## src/rtl/rhht_pkg.sv

```systemverilog
// Shared types, constants and codes for the Robin Hood hash table.
`default_nettype none
package rhht_pkg;
   localparam int SLOTS = 256;
   localparam int IDX_BITS = $clog2(SLOTS);
   localparam int KEY_BITS = 32;
   localparam int VALUE_BITS = 32;
   localparam int CNT_BITS = IDX_BITS + 1;
   localparam int PL_BITS = IDX_BITS;
   localparam logic [8:0] MAX_ENTRIES_RESET = 9'd217;

   // Register port byte address of max_entries.
   localparam logic [1:0] REG_MAX_ENTRIES = 2'd0;

   typedef enum logic [1:0] {
      CMD_FIND   = 2'd0,
      CMD_INSERT = 2'd1,
      CMD_ERASE  = 2'd2,
      CMD_NONE   = 2'd3
   } cmd_type;

   typedef enum logic [2:0] {
      ST_NOT_FOUND = 3'd0,
      ST_FOUND     = 3'd1,
      ST_INSERTED  = 3'd2,
      ST_UPDATED   = 3'd3,
      ST_ERASED    = 3'd4,
      ST_FULL      = 3'd5
   } status_type;

   typedef enum logic [3:0] {
      S_IDLE, S_LREAD, S_LCHECK, S_PREAD, S_PCHECK, S_EREAD, S_ECHECK, S_DONE
   } state_type;

   typedef struct packed {
      logic [1:0]            cmd;
      logic [KEY_BITS-1:0]   key;
      logic [VALUE_BITS-1:0] value;
   } req_type;

   typedef struct packed {
      logic [2:0]            status;
      logic [31:0]           found_value;
      logic [8:0]            entries;
   } rsp_type;

   // Controller commands to the datapath.
   typedef struct packed {
      logic load;      // capture request, set index to home
      logic rd;        // read slot at index
      logic advance;   // step index and distance
      logic wr_upd;    // overwrite value at index
      logic wr_swap;   // write carried entry at index, take old one
      logic wr_place;  // write carried entry, mark used, count up
      logic erase_hd;  // clear used at index, count down
      logic shift;     // move next entry back to previous slot
      logic set_fv;    // capture found value
      logic [2:0] status;
      logic set_st;
   } cmd_bus_type;

   // Datapath status to the controller.
   typedef struct packed {
      logic [1:0] cmd;
      logic       used;
      logic       key_eq;
      logic       poorer;     // dist > stored probe length
      logic       pl_zero;
      logic       walk_end;   // SLOTS slots visited
      logic       full;
   } stat_bus_type;
endpackage
`default_nettype wire

```

## src/rtl/rhht_ctrl.sv

```systemverilog
// Controller state machine for the Robin Hood hash table.
`default_nettype none
module rhht_ctrl (
   input  wire logic                  clock,
   input  wire logic                  reset,
   input  wire logic                  start,
   input  wire logic                  rsp_taken,
   input  wire rhht_pkg::stat_bus_type st,
   output rhht_pkg::cmd_bus_type      cb,
   output logic                       busy,
   output logic                       done
);
   rhht_pkg::state_type state_ff, state_in;

   always_ff @(posedge clock) begin
      if (reset) state_ff <= rhht_pkg::S_IDLE;
      else       state_ff <= state_in;
   end

   always_comb begin
      state_in = state_ff;
      unique case (state_ff)
         rhht_pkg::S_IDLE:   if (start) state_in = rhht_pkg::S_LREAD;
         rhht_pkg::S_LREAD:  state_in = rhht_pkg::S_LCHECK;
         rhht_pkg::S_LCHECK: begin
            priority if (st.walk_end || !st.used || st.poorer) begin
               if (st.cmd == rhht_pkg::CMD_INSERT && !st.full)
                  state_in = rhht_pkg::S_PREAD;
               else state_in = rhht_pkg::S_DONE;
            end else if (st.key_eq) begin
               if (st.cmd == rhht_pkg::CMD_ERASE) state_in = rhht_pkg::S_EREAD;
               else state_in = rhht_pkg::S_DONE;
            end else state_in = rhht_pkg::S_LREAD;
         end
         rhht_pkg::S_PREAD:  state_in = rhht_pkg::S_PCHECK;
         rhht_pkg::S_PCHECK: begin
            if (!st.used || st.walk_end) state_in = rhht_pkg::S_DONE;
            else state_in = rhht_pkg::S_PREAD;
         end
         rhht_pkg::S_EREAD:  state_in = rhht_pkg::S_ECHECK;
         rhht_pkg::S_ECHECK: begin
            if (!st.used || st.pl_zero || st.walk_end) state_in = rhht_pkg::S_DONE;
            else state_in = rhht_pkg::S_EREAD;
         end
         rhht_pkg::S_DONE:   if (rsp_taken) state_in = rhht_pkg::S_IDLE;
         default:            state_in = rhht_pkg::S_IDLE;
      endcase
   end

   always_comb begin
      cb = '0;
      busy = (state_ff != rhht_pkg::S_IDLE);
      done = (state_ff == rhht_pkg::S_DONE);
      unique case (state_ff)
         rhht_pkg::S_IDLE: begin
            cb.load = start;
            cb.set_st = start;
            cb.status = rhht_pkg::ST_NOT_FOUND;
         end
         rhht_pkg::S_LREAD, rhht_pkg::S_PREAD: cb.rd = 1'b1;
         rhht_pkg::S_LCHECK: begin
            priority if (st.walk_end || !st.used || st.poorer) begin
               if (st.cmd == rhht_pkg::CMD_INSERT) begin
                  cb.set_st = 1'b1;
                  cb.status = st.full ? rhht_pkg::ST_FULL : rhht_pkg::ST_INSERTED;
               end
            end else if (st.key_eq) begin
               cb.set_st = 1'b1;
               unique case (st.cmd)
                  rhht_pkg::CMD_FIND: begin
                     cb.set_fv = 1'b1;
                     cb.status = rhht_pkg::ST_FOUND;
                  end
                  rhht_pkg::CMD_INSERT: begin
                     cb.wr_upd = 1'b1;
                     cb.status = rhht_pkg::ST_UPDATED;
                  end
                  rhht_pkg::CMD_ERASE: begin
                     cb.erase_hd = 1'b1;
                     cb.status = rhht_pkg::ST_ERASED;
                  end
                  default: cb.set_st = 1'b0;
               endcase
            end else cb.advance = 1'b1;
         end
         rhht_pkg::S_PCHECK: begin
            if (st.walk_end) begin
               cb.advance = 1'b0;
            end else if (!st.used) begin
               cb.wr_place = 1'b1;
            end else begin
               cb.wr_swap = st.poorer;
               cb.advance = 1'b1;
            end
         end
         rhht_pkg::S_EREAD: cb.rd = 1'b1;
         rhht_pkg::S_ECHECK: begin
            if (!(!st.used || st.pl_zero || st.walk_end)) cb.shift = 1'b1;
         end
         rhht_pkg::S_DONE: cb = '0;
         default: cb = '0;
      endcase
   end
endmodule
`default_nettype wire

```

## config.mk

```make
export PLATFORM = sky130hd
export DESIGN_NAME = rhht_ctrl
export DESIGN_NICKNAME = d
export VERILOG_FILES = /design/src/rtl/rhht_pkg.sv /design/src/rtl/rhht_ctrl.sv
export SDC_FILE = /design/constraint.sdc
export NUM_CORES = 1
export LEC_CHECK = 0
export ABC_CLOCK_PERIOD_IN_PS = 1300
export BUFFER_PORTS_ARGS = -buffer_cell sky130_fd_sc_hd__buf_2
export CAP_MARGIN = 10
export CORE_AREA = 2 2 39 41
export CTS_CLUSTER_DIAMETER = 80
export CTS_CLUSTER_SIZE = 25
export DETAILED_ROUTE_END_ITERATION = 10
export DIE_AREA = 0 0 41 43
export PLACE_DENSITY = 0.74
export SLEW_MARGIN = 20
export SYNTH_ARGS = -nofsm -noshare
export SYNTH_HDL_FRONTEND = slang
export SYNTH_SLANG_ARGS = --single-unit
```

## constraint.sdc

```tcl
create_clock -name clock -period 1.3 [get_ports clock]
set_input_delay 0.195 -clock clock [delete_from_list [all_inputs] [get_ports clock]]
set_output_delay 0.195 -clock clock [all_outputs]
set_load 0.05 [all_outputs]
```

==> flow_metrics.py, run 1 <==
metrics = {
    "clocking": {
        "cts.sinks": 3,
        "clk_latency_ns": 0.24,
        "cts_tree": "yes",
        "cts_buffers": 3,
        "cts.htree.levels": 1,
        "ctsRootBufferMaster": "clkbuf_4",
        "clockBufferDepth": 2,
        "hold_buffers": 0,
        "clk_pin_slew_ns": 0.04,
    },
    "pwr": {
        "combinationalPowerShare_pct": 72.3,
        "swShare_pct": 44.59,
        "p_int_mw": 0.6719,
        "power.density_mw_per_mm2": 1024,
        "seqPwrFrac_pct": 13.5,
        "clockPowerShare_pct": 14.3,
        "ir_drop_v": 0.0006198,
        "power_mw": 1.213,
        "p_sw_mw": 0.5407,
        "leakagePower_nw": 0.4965,
    },
    "layout": {
        "largest_register_ffs": 3,
        "num-nets-final": 126,
        "drive_gt1_share_pct": 83.19,
        "top_register": "state_ff",
        "final_util_pct": 85.53,
        "fillers": 85,
        "area_growth_pct": 179.1,
        "largestRegisters": "state_ff (3)",
        "final_common_cell": "buf_4",
        "final_cell_mix": "buf_4 (23), buf_6 (18), buf_2 (11)",
        "fin_area_mm2": 0.001184,
        "antenna_cells": 0,
    },
    "logic_synthesis": {
        "yosysWarnings": 0,
        "synth_area_per_cell_um2": 7.712,
        "synth-edff-count": 0,
        "synth.distinct_cells": 32,
        "syn_nets": 67,
        "synth_ff_type": "dfxtp_1",
        "syn-instance-count": 55,
        "ys_seq_elements": 3,
        "yosysSeqAreaShare_pct": 14.16,
        "syn_area_um2": 424.2,
        "async_flop_share_pct": 0,
    },
    "global_route": {
        "grt_usage_pct": 26.73,
        "grt_pass1_vias": 756,
        "grt_max_degree": 8,
        "antenna_found_initial": 0,
        "grt_pass1_wl_mm": 3.153,
        "grt_overflow_total": 0,
    },
    "place": {
        "io_buffers": 26,
        "pre_cts_ws_ns": -0.3490,
        "place_area_um2": 899.6,
        "routabilityCongestion": 0.7356,
        "dp_hpwl_mm": 1.345,
    },
    "run_status": {
        "violations": "negative setup slack",
        "status": "finished, violations left",
    },
    "run": {
        "max_cap_violations": 0,
    },
    "die": {
        "die_w_um": 41,
        "die_area_mm2": 0.001763,
        "rows": 14,
        "io_pins": 27,
        "die_h_um": 43,
        "initial_utilization_pct": 30.65,
        "core_area_mm2": 0.001384,
    },
    "worst_setup_path": {
        "required_ns": 1.11,
        "path_delay_family": "simple AND/OR/NAND/NOR gates",
        "setup.worst_path.start_class": "flop",
        "worstPathArrival_ns": 1.44,
        "crit_buf_inv": 1,
        "cp-end-kind": "output port",
        "critical_path_class": "reg2out",
        "crit_chain": "or3b_4 > a211oi_4 > buf_6",
        "cpPeakStageDelay_ns": 0.44,
        "critPathMaxFanout": 7,
        "slowest_stage": "or3b_4",
    },
    "timing": {
        "final_max_slew_viol_count": 0,
        "setup_ws_ns": -0.3347,
        "tightest_slew_ns": 0.2473,
        "setup_viol": 16,
        "final-hold-violation-count": 0,
        "rsz0062_at_grt": "yes",
        "max_freq_mhz": 611.7,
        "timing.final.crit_share_pct": 125.7,
        "fin_hold_ws_ns": 0.1688,
        "period_needed_ns": 1.635,
        "fin_skew_ns": 0.006374,
        "slew_headroom_pct": 83.25,
    },
    "min_path": {
        "min-delay-path-class": "in2reg",
    },
    "drt": {
        "final_antenna_net_count": 0,
        "vias": 715,
        "drc_errors": 0,
        "avgViaCountPerCell": 5.543,
        "firstDrtPassIters": 4,
        "wl_mm": 2.010,
        "post_drt_wl_per_cell_um": 15.58,
        "drt_iter0_markers": 9,
    },
}
cell type report:
cell class	count	area [um^2]	area share, %
clock buffers	4	26.28	2.220
inverters	2	10.01	0.8457
multi-input cells	47	550.5	46.51
flip-flops and latches	3	71.32	6.025
well taps	16	20.02	1.691
repair buffers	57	505.5	42.71
power groups by stage:
stage / sequential [mW] / clock [mW] / combinational (mW)
after floorplan: 0.135 / 0 / 0.471
after global placement: 0.153 / 0 / 0.646
after detailed placement: 0.157 / 0 / 0.658
after CTS: 0.160 / 0.169 / 0.790
after global routing: 0.166 / 0.180 / 0.914
final: 0.163 / 0.173 / 0.876
what timing repair did:
action	in CTS	in global routing
resized for setup	45	11
setup buffers	5	4
pin swaps	12	4
setup endpoints to repair	16	18
kinds of logic after synthesis:
group / Yosys count / share of synthesized area, %
and+or+nand+nor: 33 / 56.05
AOI/OAI and AO/OA: 14 / 24.49
DFF: 3 / 14.16
buffers and inverters: 5 / 5.309
synthesized netlist by cell type, types with 2 or more instances:
| library cell | count | share of area (%) |
|---|---|---|
| nand2b_1 | 5 | 7.4 |
| nor2_1 | 5 | 4.4 |
| buf_2 | 3 | 3.5 |
| dfxtp_1 | 3 | 14 |
| nand3_1 | 3 | 3.5 |
| nor3b_2 | 3 | 8.9 |
| a211oi_1 | 2 | 3.5 |
| a21oi_1 | 2 | 2.4 |
| inv_1 | 2 | 1.8 |
| nand2_1 | 2 | 1.8 |
| nor3_1 | 2 | 2.4 |
| nor4_1 | 2 | 2.9 |
| or3b_2 | 2 | 4.1 |
path summary, 6_finish.rpt:
check | end | cells after the start | start | slack (ns)
hold reg to reg | state_ff[0] | 2 | state_ff[0] | 0.67
hold / removal | state_ff[2] | 2 | reset | 0.17
setup / recovery | cb[2] | 3 | state_ff[0] | -0.33
setup reg to reg | state_ff[0] | 6 | state_ff[1] | -0.02
metal layers:
metal / up-vias / global-route usage [%] / share of wire (%)
met4: 0 / 15.33 / 3.4
met1: 342 / 26.45 / 38
met2: 29 / 47.50 / 54
met5: - / 0 / 0
met3: 8 / 4.712 / 4.8
li1: 336 / - / -
per-stage QoR:
step,TNS (ns),instances
final,-3.098,129
after global routing,-3.799,129
after CTS,-3.019,126
after detailed placement,-2.591,117
after global placement,-2.379,117
after floorplan,-1.693,55
Note: power is estimated with default switching activity, not from simulation.
==> inputs of run 2 (changes only) <==
--- a/config.mk
+++ b/config.mk
@@ -5,7 +5,7 @@
 export SDC_FILE = /design/constraint.sdc
 export NUM_CORES = 1
 export LEC_CHECK = 0
-export ABC_CLOCK_PERIOD_IN_PS = 1300
+export ABC_CLOCK_PERIOD_IN_PS = 1650
 export BUFFER_PORTS_ARGS = -buffer_cell sky130_fd_sc_hd__buf_2
 export CAP_MARGIN = 10
 export CORE_AREA = 2 2 39 41
@@ -13,8 +13,9 @@
 export CTS_CLUSTER_SIZE = 25
 export DETAILED_ROUTE_END_ITERATION = 10
 export DIE_AREA = 0 0 41 43
-export PLACE_DENSITY = 0.74
-export SLEW_MARGIN = 20
+export PLACE_DENSITY = 0.72
+export SLEW_MARGIN = 10
 export SYNTH_ARGS = -nofsm -noshare
 export SYNTH_HDL_FRONTEND = slang
 export SYNTH_SLANG_ARGS = --single-unit
+export TNS_END_PERCENT = 30
==> constraint.sdc (replaced) <==
create_clock -name clock -period 1.65 [get_ports clock]
set_input_delay 0.2475 -clock clock [delete_from_list [all_inputs] [get_ports clock]]
set_output_delay 0.2475 -clock clock [all_outputs]
set_load 0.05 [all_outputs]
==> run 2 against run 1 <==
  * The flow now finishes without violations
  * Critical path depth increased by 2
  * Largest power group unchanged
  * First-iteration DRC count shrank 67%
  * Sequential power down 30%
  * Via count down 16%
  * Die area did not move
  * Global-route usage shrank 11 points
  * Hold slack gained 0.036 ns
  * Register-to-register slack improved by 0.15 ns
  * Clock power fell by 27%
  * Final cell count decreased by 10%
  * Utilization decreased by 24 points
==> flow_metrics.py, run 2 (same netlist as run 1, synthesis figures left out) <==
metrics = {
    "place": {
        "io_buffers": 26,
        "dp_hpwl_mm": 1.082,
        "dp_cells": 109,
        "routabilityCongestion": 0.7192,
    },
    "pwr": {
        "power.density_mw_per_mm2": 807.5,
        "ir_drop_v": 0.0005862,
        "leakagePower_nw": 0.3839,
    },
    "timing": {
        "fin_skew_ns": 0.0006155,
        "final_max_slew_viol_count": 0,
        "timing.final.crit_share_pct": 99.59,
        "rsz0062_at_grt": "yes",
        "period_needed_ns": 1.643,
        "final-hold-violation-count": 0,
        "fin_hold_ws_ns": 0.2046,
        "slew_headroom_pct": 81.43,
        "max_freq_mhz": 608.6,
        "setup_viol": 0,
        "tightest_slew_ns": 0.2774,
    },
    "die": {
        "die_area_mm2": 0.001763,
        "initial_utilization_pct": 30.65,
        "rows": 14,
        "die_h_um": 43,
        "core_area_mm2": 0.001384,
        "die_w_um": 41,
        "io_pins": 27,
    },
    "run": {
        "max_cap_violations": 0,
    },
    "drt": {
        "firstDrtPassIters": 2,
        "post_drt_wl_per_cell_um": 12.06,
        "final_antenna_net_count": 0,
        "vias": 602,
        "avgViaCountPerCell": 5.190,
        "drc_errors": 0,
        "wl_mm": 1.399,
        "drt_iter0_markers": 3,
    },
    "global_route": {
        "grt_usage_pct": 16.05,
        "grt_pass1_wl_mm": 1.966,
        "antenna_found_initial": 0,
        "grt_max_degree": 10,
        "grt_overflow_total": 0,
        "grt-busiest-layer": "met2",
        "grt_pass1_vias": 502,
        "use_met1_pct": 18.27,
        "use_met2_pct": 27.50,
        "grt_use_met3_pct": 4.712,
    },
    "clocking": {
        "cts_buffers": 3,
        "clk_pin_slew_ns": 0.03,
        "cts.htree.levels": 1,
        "ctsRootBufferMaster": "clkbuf_4",
        "cts_tree": "yes",
        "clockBufferDepth": 2,
        "clk_latency_ns": 0.23,
        "cts.sinks": 3,
    },
    "worst_setup_path": {
        "cp-end-kind": "output port",
        "critPathMaxFanout": 3,
        "critPathLaunch": "st[4]",
        "r2r-start": "state_ff[0]",
        "required_ns": 1.40,
        "worstPathArrival_ns": 1.40,
        "critical_path_class": "in2out",
        "setup.worst_path.start_class": "input pin",
    },
    "min_path": {
        "min-delay-start": "reset",
        "min-delay-path-class": "in2reg",
    },
    "layout": {
        "instances_no_fill": 116,
        "final_cell_mix": "buf_4 (21), buf_2 (13), buf_6 (8)",
        "antenna_cells": 0,
        "top_register": "state_ff",
        "largestRegisters": "state_ff (3)",
        "area_growth_pct": 102.1,
        "largest_register_ffs": 3,
        "drive_gt1_share_pct": 69.00,
        "num-nets-final": 113,
        "final_common_cell": "buf_4",
    },
    "run_status": {
        "status": "completed",
    },
}
run 2: cell types whose count changed in the layout (fill, tap and decap cells not counted), moves of 3 or more:
cell      delta
buf_6       -10
buf_8        -5
nand2b_1     +3
nor2_4       -3
run 2: cell type report:
class | count | area, um^2
fillers | 122 | 526.8
flip-flops and latches | 3 | 68.82
multi-input cells | 47 | 406.6
inverters | 2 | 7.507
well taps | 16 | 20.02
repair buffers | 44 | 327.8
clock buffers | 4 | 26.28
run 2: through the flow:
step | total power, mW | setup slack [ns] | setup TNS (ns) | instance area [um^2] | utilization (%)
CTS | 0.6747 | -0.01838 | -0.02661 | 804.5 | 58.14
global route | 0.7302 | -0.03335 | -0.1215 | 857.1 | 61.93
detailed placement | 0.5141 | -0.08785 | -0.1276 | 725.7 | 52.44
floorplan | 0.3909 | -0.2743 | -1.513 | 478.0 | -
finish | 0.6921 | 0.006796 | 0 | 857.1 | 61.93
global placement | 0.5073 | -0.06886 | -0.08776 | 725.7 | 52.44
run 2: power breakdown:
| part | total [mW] | switching, mW | internal, mW |
|---|---|---|---|
| Sequential | 0.114 | 0.0209 | 0.0934 |
| Combinational | 0.452 | 0.259 | 0.193 |
| Clock | 0.126 | 0.0357 | 0.0905 |
run 2: worst max-delay path: stages:
cell	delay (ns)
buf_6	0.10
or4b_4	0.56
nor3b_2	0.19
o21ba_1	0.15
buf_6	0.16
run 2: path summary, 6_finish.rpt:
kind                                     to  slack, ns  depth (start not counted)
worst max-delay path                 cb[10]      0.007                          5
worst min-delay path            state_ff[1]       0.20                          2
worst max register to register  state_ff[2]       0.13                          4
worst min register to register  state_ff[0]       0.50                          1
run 2: per-layer routing:
metal / up-vias / share of wire [%]
met5: - / 0
met4: 0 / 0
met3: 0 / 5.2
met2: 23 / 51
met1: 272 / 44
li1: 307 / -
run 2: timing repair:
item | 4_1_cts | 5_1_grt
hold buffers | 0 | 0
setup buffers | 1 | 2
gates resized for setup | 16 | 14
endpoints found under the setup margin | 8 | 8
hold endpoints to repair | 0 | 0
pin swaps | 3 | 4
